## config.mk

```make
export PLATFORM = sky130hd
export DESIGN_NAME = http_chunked_body_deframer_core_flat
export DESIGN_NICKNAME = d
export VERILOG_FILES = /design/src/sv/hcbd_pkg.sv /design/src/sv/hcbd_if.sv /design/src/sv/http_chunked_body_deframer_core.sv /design/src/flat_wrapper.sv
export SDC_FILE = /design/constraint.sdc
export NUM_CORES = 1
export LEC_CHECK = 0
export BUFFER_PORTS_ARGS = -buffer_cell sky130_fd_sc_hd__buf_4
export CAP_MARGIN = 20
export CORE_MARGIN = 2
export CORE_UTILIZATION = 50
export DETAILED_ROUTE_END_ITERATION = 10
export MAX_ROUTING_LAYER = met4
export PLACE_DENSITY = 0.67
export SLEW_MARGIN = 15
export SYNTH_ARGS = -nofsm -noshare
export SYNTH_HDL_FRONTEND = slang
export SYNTH_SLANG_ARGS = --single-unit
```

## constraint.sdc

```tcl
create_clock -name clk -period 4.76 [get_ports clk]
set_clock_uncertainty 0.2 [all_clocks]
set_input_delay 0 -clock clk [delete_from_list [all_inputs] [get_ports clk]]
set_output_delay 0 -clock clk [all_outputs]
set_load 0.005 [all_outputs]
```

## src/sv/hcbd_pkg.sv

```systemverilog
// Package for the chunked body deframer: phase codes, result kinds,
// framing characters and the hex digit decoder. No dependencies.
`default_nettype none

package hcbd_pkg;

  localparam int SIZE_BITS_DEF = 32;

  typedef enum logic [7:0] {
    PH_SIZE     = 8'b0000_0001,
    PH_SIZE_LF  = 8'b0000_0010,
    PH_DATA     = 8'b0000_0100,
    PH_DATA_CR  = 8'b0000_1000,
    PH_DATA_LF  = 8'b0001_0000,
    PH_TRAIL_CR = 8'b0010_0000,
    PH_TRAIL_LF = 8'b0100_0000,
    PH_DONE     = 8'b1000_0000
  } phase_t;

  typedef logic [1:0] kind_t;

  localparam kind_t KIND_FRAME   = 2'd0;
  localparam kind_t KIND_PAYLOAD = 2'd1;
  localparam kind_t KIND_DONE    = 2'd2;
  localparam kind_t KIND_IGNORED = 2'd3;

  localparam logic OP_BYTE    = 1'b0;
  localparam logic OP_RESTART = 1'b1;

  localparam logic [7:0] CHAR_CR    = 8'h0D;
  localparam logic [7:0] CHAR_LF    = 8'h0A;
  localparam logic [7:0] CHAR_SEMI  = 8'h3B;
  localparam logic [7:0] CHAR_SPACE = 8'h20;

  typedef struct packed {
    logic       valid;
    logic [3:0] value;
  } hex_digit_t;

  function automatic hex_digit_t hex_decode(input logic [7:0] b);
    hex_digit_t r;
    r.valid = 1'b1;
    r.value = 4'd0;
    if (b >= 8'h30 && b <= 8'h39) begin
      r.value = 4'(b - 8'h30);
    end else if (b >= 8'h61 && b <= 8'h66) begin
      r.value = 4'(b - 8'h57);
    end else if (b >= 8'h41 && b <= 8'h46) begin
      r.value = 4'(b - 8'h37);
    end else begin
      r.valid = 1'b0;
    end
    return r;
  endfunction

endpackage

`default_nettype wire

```

## src/sv/hcbd_if.sv

```systemverilog
// Valid/ready channel interfaces for the chunked body deframer:
// body byte input and result output. Depends on hcbd_pkg.
`default_nettype none

interface hcbd_in_if;
  logic       valid;
  logic       ready;
  logic       operation;
  logic [7:0] in_byte;

  modport source(output valid, output operation, output in_byte, input ready);
  modport sink(input valid, input operation, input in_byte, output ready);
endinterface

interface hcbd_out_if;
  logic            valid;
  logic            ready;
  hcbd_pkg::kind_t kind;
  logic [7:0]      payload_byte;

  modport source(output valid, output kind, output payload_byte, input ready);
  modport sink(input valid, input kind, input payload_byte, output ready);
endinterface

`default_nettype wire

```

## src/sv/http_chunked_body_deframer_core.sv

```systemverilog
// Top level of the HTTP chunked body deframer.
// Depends on hcbd_pkg and the channel interfaces in hcbd_if.sv.
//
// Usage: body bytes enter on in_ch, one beat per byte, with operation
// selecting a body byte or a restart for a new body. Every input beat
// yields exactly one output beat on out_ch, giving its kind (framing,
// payload, body complete, ignored after done) and the payload byte.
// The output is valid in the cycle after the input beat is taken. One
// beat is accepted per cycle while the receiver keeps up; the phase,
// chunk size and bytes-left registers are updated in the same cycle the
// beat is taken, and the result lands in a single output register.
// When the receiver stalls, the output register holds its beat and
// in_ch.ready stays high only if that beat is taken in the same cycle.
// Synchronous active-low reset returns the parser to the size phase with
// zero size and empties the output register; no warm-up is needed.
`default_nettype none

module http_chunked_body_deframer_core #(
  parameter int SIZE_BITS = hcbd_pkg::SIZE_BITS_DEF
) (
  input  wire           clk,
  input  wire           rst_n,
  hcbd_in_if.sink       in_ch,
  hcbd_out_if.source    out_ch
);

  hcbd_pkg::phase_t     phase_r, phase_nxt;
  logic [SIZE_BITS-1:0] bytes_left_r, bytes_left_nxt;
  logic [SIZE_BITS-1:0] size_accum_r, size_accum_nxt;
  logic                 digits_ended_r, digits_ended_nxt;
  logic                 out_valid_r;
  hcbd_pkg::kind_t      kind_r, kind_nxt;
  logic [7:0]           payload_r, payload_nxt;
  logic                 in_fire;
  hcbd_pkg::hex_digit_t digit;
  logic [7:0]           b;

  assign in_ch.ready = !out_valid_r || out_ch.ready;
  assign in_fire     = in_ch.valid && in_ch.ready;
  assign b           = in_ch.in_byte;
  assign digit       = hcbd_pkg::hex_decode(b);

  always_comb begin
    phase_nxt        = phase_r;
    bytes_left_nxt   = bytes_left_r;
    size_accum_nxt   = size_accum_r;
    digits_ended_nxt = digits_ended_r;
    kind_nxt         = hcbd_pkg::KIND_FRAME;
    payload_nxt      = 8'd0;
    if (in_ch.operation == hcbd_pkg::OP_RESTART) begin
      phase_nxt        = hcbd_pkg::PH_SIZE;
      bytes_left_nxt   = '0;
      size_accum_nxt   = '0;
      digits_ended_nxt = 1'b0;
    end else begin
      case (phase_r)
        hcbd_pkg::PH_SIZE: begin
          if (b == hcbd_pkg::CHAR_CR) begin
            phase_nxt = hcbd_pkg::PH_SIZE_LF;
          end else if (b == hcbd_pkg::CHAR_SEMI) begin
            digits_ended_nxt = 1'b1;
          end else if (b != hcbd_pkg::CHAR_SPACE && !digits_ended_r) begin
            if (!digit.valid) begin
              digits_ended_nxt = 1'b1;
            end else if (|size_accum_r[SIZE_BITS-1 -: 4]) begin
              size_accum_nxt = '1;
            end else begin
              size_accum_nxt = {size_accum_r[SIZE_BITS-5:0], digit.value};
            end
          end
        end
        hcbd_pkg::PH_SIZE_LF: begin
          if (b == hcbd_pkg::CHAR_LF) begin
            bytes_left_nxt   = size_accum_r;
            size_accum_nxt   = '0;
            digits_ended_nxt = 1'b0;
            phase_nxt        = (size_accum_r == '0) ? hcbd_pkg::PH_TRAIL_CR
                                                    : hcbd_pkg::PH_DATA;
          end
        end
        hcbd_pkg::PH_DATA: begin
          kind_nxt    = hcbd_pkg::KIND_PAYLOAD;
          payload_nxt = b;
          if (bytes_left_r != '0) begin
            bytes_left_nxt = bytes_left_r - 1'b1;
          end
          if (bytes_left_r <= SIZE_BITS'(1)) begin
            phase_nxt = hcbd_pkg::PH_DATA_CR;
          end
        end
        hcbd_pkg::PH_DATA_CR: begin
          if (b == hcbd_pkg::CHAR_CR) begin
            phase_nxt = hcbd_pkg::PH_DATA_LF;
          end
        end
        hcbd_pkg::PH_DATA_LF: begin
          if (b == hcbd_pkg::CHAR_LF) begin
            phase_nxt = hcbd_pkg::PH_SIZE;
          end
        end
        hcbd_pkg::PH_TRAIL_CR: begin
          if (b == hcbd_pkg::CHAR_CR) begin
            phase_nxt = hcbd_pkg::PH_TRAIL_LF;
          end
        end
        hcbd_pkg::PH_TRAIL_LF: begin
          if (b == hcbd_pkg::CHAR_LF) begin
            phase_nxt = hcbd_pkg::PH_DONE;
            kind_nxt  = hcbd_pkg::KIND_DONE;
          end
        end
        default: begin
          kind_nxt = hcbd_pkg::KIND_IGNORED;
        end
      endcase
    end
  end

  always_ff @(posedge clk) begin
    if (!rst_n) begin
      phase_r        <= hcbd_pkg::PH_SIZE;
      bytes_left_r   <= '0;
      size_accum_r   <= '0;
      digits_ended_r <= 1'b0;
      out_valid_r    <= 1'b0;
    end else begin
      if (in_fire) begin
        phase_r        <= phase_nxt;
        bytes_left_r   <= bytes_left_nxt;
        size_accum_r   <= size_accum_nxt;
        digits_ended_r <= digits_ended_nxt;
        out_valid_r    <= 1'b1;
      end else if (out_ch.ready) begin
        out_valid_r <= 1'b0;
      end
    end
  end

  always_ff @(posedge clk) begin
    if (in_fire) begin
      kind_r    <= kind_nxt;
      payload_r <= payload_nxt;
    end
  end

  assign out_ch.valid        = out_valid_r;
  assign out_ch.kind         = kind_r;
  assign out_ch.payload_byte = payload_r;

  a_data_has_bytes: assert property (@(posedge clk) disable iff (!rst_n)
    phase_r == hcbd_pkg::PH_DATA |-> bytes_left_r != '0)
    else $error("data phase entered with no bytes left");

  a_restart_clears: assert property (@(posedge clk) disable iff (!rst_n)
    in_fire && in_ch.operation == hcbd_pkg::OP_RESTART |=>
      phase_r == hcbd_pkg::PH_SIZE && size_accum_r == '0 && !digits_ended_r
      && out_ch.kind == hcbd_pkg::KIND_FRAME)
    else $error("restart did not clear the parser");

  a_done_ignores: assert property (@(posedge clk) disable iff (!rst_n)
    in_fire && in_ch.operation == hcbd_pkg::OP_BYTE && phase_r == hcbd_pkg::PH_DONE
      |=> out_ch.kind == hcbd_pkg::KIND_IGNORED && phase_r == hcbd_pkg::PH_DONE)
    else $error("byte after completion was not ignored");

  a_payload_passes: assert property (@(posedge clk) disable iff (!rst_n)
    in_fire && in_ch.operation == hcbd_pkg::OP_BYTE && phase_r == hcbd_pkg::PH_DATA
      |=> out_ch.kind == hcbd_pkg::KIND_PAYLOAD
      && out_ch.payload_byte == $past(in_ch.in_byte))
    else $error("data byte not passed through as payload");

endmodule

`default_nettype wire

```

## src/flat_wrapper.sv

```systemverilog
// flat-port wrapper written by rule: the top's interface ports become plain ports
module http_chunked_body_deframer_core_flat 
#(
  parameter int SIZE_BITS = hcbd_pkg::SIZE_BITS_DEF
)
  (clk, rst_n, in_ch_valid, in_ch_operation, in_ch_in_byte, in_ch_ready, out_ch_valid, out_ch_kind, out_ch_payload_byte, out_ch_ready);
  hcbd_in_if in_ch_i ();
  hcbd_out_if out_ch_i ();
  input  wire clk;
  input  wire rst_n;
  input wire logic [$bits(in_ch_i.valid)-1:0] in_ch_valid;
  input wire logic [$bits(in_ch_i.operation)-1:0] in_ch_operation;
  input wire logic [$bits(in_ch_i.in_byte)-1:0] in_ch_in_byte;
  output wire logic [$bits(in_ch_i.ready)-1:0] in_ch_ready;
  output wire logic [$bits(out_ch_i.valid)-1:0] out_ch_valid;
  output wire logic [$bits(out_ch_i.kind)-1:0] out_ch_kind;
  output wire logic [$bits(out_ch_i.payload_byte)-1:0] out_ch_payload_byte;
  input wire logic [$bits(out_ch_i.ready)-1:0] out_ch_ready;
  assign in_ch_i.valid = in_ch_valid;
  assign in_ch_i.operation = in_ch_operation;
  assign in_ch_i.in_byte = in_ch_in_byte;
  assign in_ch_ready = in_ch_i.ready;
  assign out_ch_valid = out_ch_i.valid;
  assign out_ch_kind = out_ch_i.kind;
  assign out_ch_payload_byte = out_ch_i.payload_byte;
  assign out_ch_i.ready = out_ch_ready;
  http_chunked_body_deframer_core #(.SIZE_BITS(SIZE_BITS)) u_core (.clk(clk), .rst_n(rst_n), .in_ch(in_ch_i), .out_ch(out_ch_i));
endmodule
```

; Yosys cells after proc, flatten, opt, wreduce, memory -nomap -nowiden
; Cells that the tools add are included.
[word_totals]
register_bits = 84
latch_bits = 0
mem_bits_rw = 0
romBits = 0
in_bits = 13
out_inout_bits = 12
wordCells = 104
memories = 0
[op_classes]
n_addsub = 4
mul = 0
n_div = 0
order_cmp = 7
eq_ne = 25
shift = 0
muxes = 39
n_bitwise = 1
n_reduce_logical = 21
[ops]
columns = operator, count
row1 = 2-to-1 mux 32 bit, 10
row2 = case mux 32 bit (2 select lines), 2
row3 = 2-to-1 mux 8 bit, 8
row4 = case mux 8 bit (7 select lines), 1
row5 = <= comparator 32 x 1 -> 1 bit (second input constant), 1
row6 = logical NOT 32 bit, 1
row7 = nonzero test 32 bit, 1
row8 = subtractor 32 x 1 -> 32 bit (second input constant), 1
row9 = != test 3 x 2 -> 1 bit (second input constant), 10
row10 = == test 8 x 4 -> 1 bit (second input constant), 3
row11 = == test 8 x 6 -> 1 bit (second input constant), 2
row12 = greater-or-equal comparator 8 x 7 -> 1 bit (second input constant), 2
row13 = <= comparator 8 x 7 -> 1 bit (second input constant), 2
row14 = 2-to-1 mux 4 bit, 3
row15 = 2-to-1 mux 1 bit, 11
row16 = AND reduction 9 bit, 1
row17 = == test 8 x 1 -> 1 bit (second input constant), 1
row18 = == test 8 x 2 -> 1 bit (second input constant), 1
row19 = == test 8 x 3 -> 1 bit (second input constant), 1
row20 = == test 8 x 5 -> 1 bit (second input constant), 1
row21 = == test 8 x 7 -> 1 bit (second input constant), 1
row22 = greater-or-equal comparator 8 x 6 -> 1 bit (second input constant), 1
row23 = <= comparator 8 x 6 -> 1 bit (second input constant), 1
row24 = != test 8 x 6 -> 1 bit (second input constant), 1
row25 = 22 further kinds, 30

; Depth between registers and ports, before layout
[logic_depth]
depth_word = 12
ltp_mapped = 9
ltp_nobuf = 8

; Worst setup path after synthesis
; No wires, ideal clock.
[synth_timing]
kind = reg2reg
from = register u_core.bytes_left_r[18]
to = register u_core.bytes_left_r[31]
setup_time_ns = 0.073
arrival_time_ns = 2.255
required_time_ns = 4.487
setup_slack_ns = 2.232
path_stages_with_launch = 8
n_path_buf = 1
synth_period_minus_slack_ns = 2.528
path_cell_list = dfxtp_1 -> or3_4 -> or3_4 -> or3_1 -> buf_2 -> or2_0 -> o41a_1 -> o211ai_2
[synth_via]
elab_chain_len = 4
elab_cells_between_ends = 7
classes_between = add/sub (1) / eq/ne (1) / mux (3) / reduce/logical (2)
[synth_rtl]
columns = element, line
row1 = from (decl), http_chunked_body_deframer_core.sv:28  ; logic [SIZE_BITS-1:0] bytes_left_r, bytes_left_nxt;
row2 = from (signal assigned), http_chunked_body_deframer_core.sv:129  ; bytes_left_r <= bytes_left_nxt;
row3 = subtractor 32 x 1 -> 32 bit, http_chunked_body_deframer_core.sv:85  ; bytes_left_nxt = bytes_left_r - 1'b1;
row4 = 2-to-1 mux 32 bit, http_chunked_body_deframer_core.sv:84  ; if (bytes_left_r != '0) begin
row5 = case mux 32 bit (2 select lines), http_chunked_body_deframer_core.sv:56  ; case (phase_r)
row6 = 2-to-1 mux 32 bit, http_chunked_body_deframer_core.sv:50  ; if (in_ch.operation == hcbd_pkg::OP_RESTART) begin
; Parallel ways exist; a longest one is shown, timed or not. The select of a mux whose other input is x is not followed.
; A chain may end at the register's enable or synchronous reset.

; Worst setup path in the final report
[layout_timing]
from = register u_core.bytes_left_r[8]
to = register u_core.bytes_left_r[13]
; Same word-level chain as after synthesis.

==> metrics <==
Synth cell types=68; Finish-stage setup viols=0; die width=102 um; Leak=between 1.5 and 2 nW; post-synthesis cell area=approximately 0.0048 mm^2; Clock Path Buffers=2; Mapped Cells=585; Min Clock Period, post-route=~3.4 ns; routed vias/inst=about 6; Fin. Hold Viols=0; CTS root buf=clkbuf_8; Synth Register Bits=84; ANT nets after route=0; post-CTS setup buffer count=0; Yosys top cell by area=dfxtp_1; Reg2Reg Setup Slack=between 1 and 1.5 ns; Pwr Total=around 1.5 mW; RSZ-0062 raised after global routing=no; worst-path cell chain=nor4_1, nand4b_1, nor4_2, a21o_2, or2_2, o211ai_1; Post-Place Setup Slack=approximately 1.4 ns; WHS Endpoint=in_ch_ready; asr flop ratio synth=0%; Avg Inst Size Synth=between 8 and 9 um^2; clk_lat worst skew=between 0.3 and 0.4 ns; initial antenna violation count=0; gp weighted congestion=between 0.8 and 0.9; placed instance count=~700; Worst Tran Pin Value=0.795 ns; RR Endpoint=u_core.bytes_left_r[13]$_SDFFE_PN0P_; number of enable flip-flop cells after synthesis=10; critical path launch point type=flop; vias in the first global route=between 4000 and 5000; Hold WC Path Type=input port to primary output; final worst setup slack=about 1.3 ns; CP arrival=3.48 ns; DRT iter0 DRCs=330; WP data required=around 4.8 ns; Seq/Total Area, Yosys=about 37%; share of layout cells above drive strength 1=a little over a tenth; die area=between 0.01 and 0.015 mm^2; maximum VDD drop=around 0.13 mV; commonest non-fill, non-tap cell in the layout=nand2_1; Crit-path slowest cell=a21o_2; CP delay by family, top=simple AND/OR/NAND/NOR gates; Critical R2R Launch=u_core.bytes_left_r[8]$_SDFFE_PN0P_; Vias=4508; post-DP HPWL=around 8200 um; Rows=35; Area contributors post-synth=dfxtp_1 (31%), mux2i_1 (7.7%), edfxtp_1 (6.2%), nand2_1 (6.1%), nand3_1 (4.2%); Main synth FF type=dfxtp_1; Core Footprint=0.00933 mm^2; Non-Filler Instances=730; post-synth top area share=30.6%; wire length per cell=about 17 um; io pins=25; P per Cell Area=around 280 mW/mm^2; H-tree depth=3; gr ovfl total=0; status=finished clean; first-pass GRT wire length=about 21000 um; Tcrit/Tclk final=around 72%; critical path type=flop to flop; total number of yosys warnings=0; Max-Slew Margin vs Limit=between 40% and 50%; largest net degree at the start of global routing=slightly above 70; Crit path largest cell delay=0.74 ns; initial core utilization=51.9%; TritonRoute pass-1 iters=5; Fill cells=just under 900; worst path bufs/invs=0; die height=102 um; Hold Path Stages=3; Inserted Diodes=0; worst hold start=out_ch_ready; routed wire length=12300 um; DR DRC count=0; most frequent cells in the layout=nand2_1 (79), dfxtp_1 (74), nand3_1 (41); synth-to-layout area growth=11.1%; Clock transition at path regs=approximately 0.1 ns; Final Max Slew Viols=0; fmax=slightly below 0.3 GHz; cts bufs inserted=9; Nets=between 600 and 700; GR Util All Layers=approximately a quarter; Syn Nets=approximately 610; post_cts resized=0; FF-to-FF path depth=6; Sink Count=84; Setup crit end kind=flop; TritonCTS clock tree=built; Setup TNS=0 ns; total of max-cap violations=0; Port Buffers=24; Crit Path Max Fanout=44
## worst max-delay path by stage
stage,startpoint,depth (start not counted),slack (ns),endpoint
after floorplan,u_core.bytes_left_r[18]$_SDFFE_PN0P_,7,2.23,u_core.bytes_left_r[31]$_SDFFE_PN0P_
after global placement,u_core.bytes_left_r[8]$_SDFFE_PN0P_,6,1.46,u_core.bytes_left_r[10]$_SDFFE_PN0P_
after detailed placement,u_core.bytes_left_r[8]$_SDFFE_PN0P_,6,1.36,u_core.bytes_left_r[27]$_SDFFE_PN0P_
after CTS,u_core.bytes_left_r[8]$_SDFFE_PN0P_,6,1.34,u_core.bytes_left_r[13]$_SDFFE_PN0P_
after global routing,u_core.bytes_left_r[8]$_SDFFE_PN0P_,6,1.06,u_core.bytes_left_r[29]$_SDFFE_PN0P_
final,u_core.bytes_left_r[8]$_SDFFE_PN0P_,6,1.32,u_core.bytes_left_r[13]$_SDFFE_PN0P_
## cells in the mapped netlist, drive strengths merged (3+ instances only)
master and count:
and2 10, o221a 6, nand3 42, a21oi 27, mux2i 37, o211ai 22, or2 4, and3 3
or3b 3, a31oi 6, nand4b 4, o41ai 4, buf 9, nor3 16, dfxtp 74, or3 8
nand2 79, o311ai 6, inv 11, edfxtp 10, nor4 25, ha 8, xor2 6, o21ai 39
nor2 30, nand2b 6, a311oi 5, o31ai 7, or4 6, clkbuf 34, nor3b 4
## routing by layer
metal / GRT usage, % / wire length [um] / vias up
met1: 37.8 / 6180 / 2128
li1: - / - / 2204
met2: 37.2 / 5240 / 156
met5: - / 0 / -
met4: 7.69 / 238 / 0
met3: 3.01 / 674 / 20
## tightest hold or removal path, cell delays in order
cell      delay, ns
buf_4          0.07
nand2b_1       0.12
buf_4          0.12
## through the flow
step / util (%) / area (um^2) / hold slack (ns)
3_3_place_gp: 54.1 / 5050 / 0.0442
6_report: 57.6 / 5380 / 0.116
3_5_place_dp: 54.1 / 5050 / 0.0520
5_1_grt: 57.6 / 5380 / 0.139
2_1_floorplan: - / 4840 / -0.0809
4_1_cts: 57.6 / 5370 / 0.125
## cell families after synthesis
| logic type | share of synthesized area [%] |
|---|---|
| buf+inv | 4.66 |
| fa+ha+maj | 2.07 |
| flops | 36.8 |
| simple gates | 27.2 |
| compound gates | 20.3 |
| xor+xnor | 1.27 |
| mux | 7.66 |
## state kept, by name, indices dropped and copies added (netlist names)
register / flops
u_core.bytes_left_r: 32
u_core.out_ch.valid: 1
u_core.digits_ended_r: 1
u_core.out_ch.kind: 2
u_core.size_accum_r: 32
u_core.out_ch.payload_byte: 8
u_core.phase_r: 8
## where the power goes
group,switching (mW),internal [mW]
logic,0.123,0.0758
clock network,0.294,0.251
registers,0.0110,0.727
## area by class of cell
| class | count | area, um^2 | share of cell area, % |
|---|---|---|---|
| multi-input combinational | 447 | 2840 | 52.8 |
| sequential | 84 | 1780 | 33.1 |
| timing repair buffer | 43 | 350 | 6.52 |
| tap | 129 | 161 | 3.00 |
| clock buffer | 9 | 124 | 2.30 |
| clock inverter | 7 | 81.3 | 1.51 |
| inverter | 11 | 41.3 | 0.768 |
## what timing repair did
action,CTS,global route
setup endpoints to repair,0,0
hold buffers,12,0
hold endpoints to repair,21,0
Note: power is estimated with default switching activity, not from simulation.
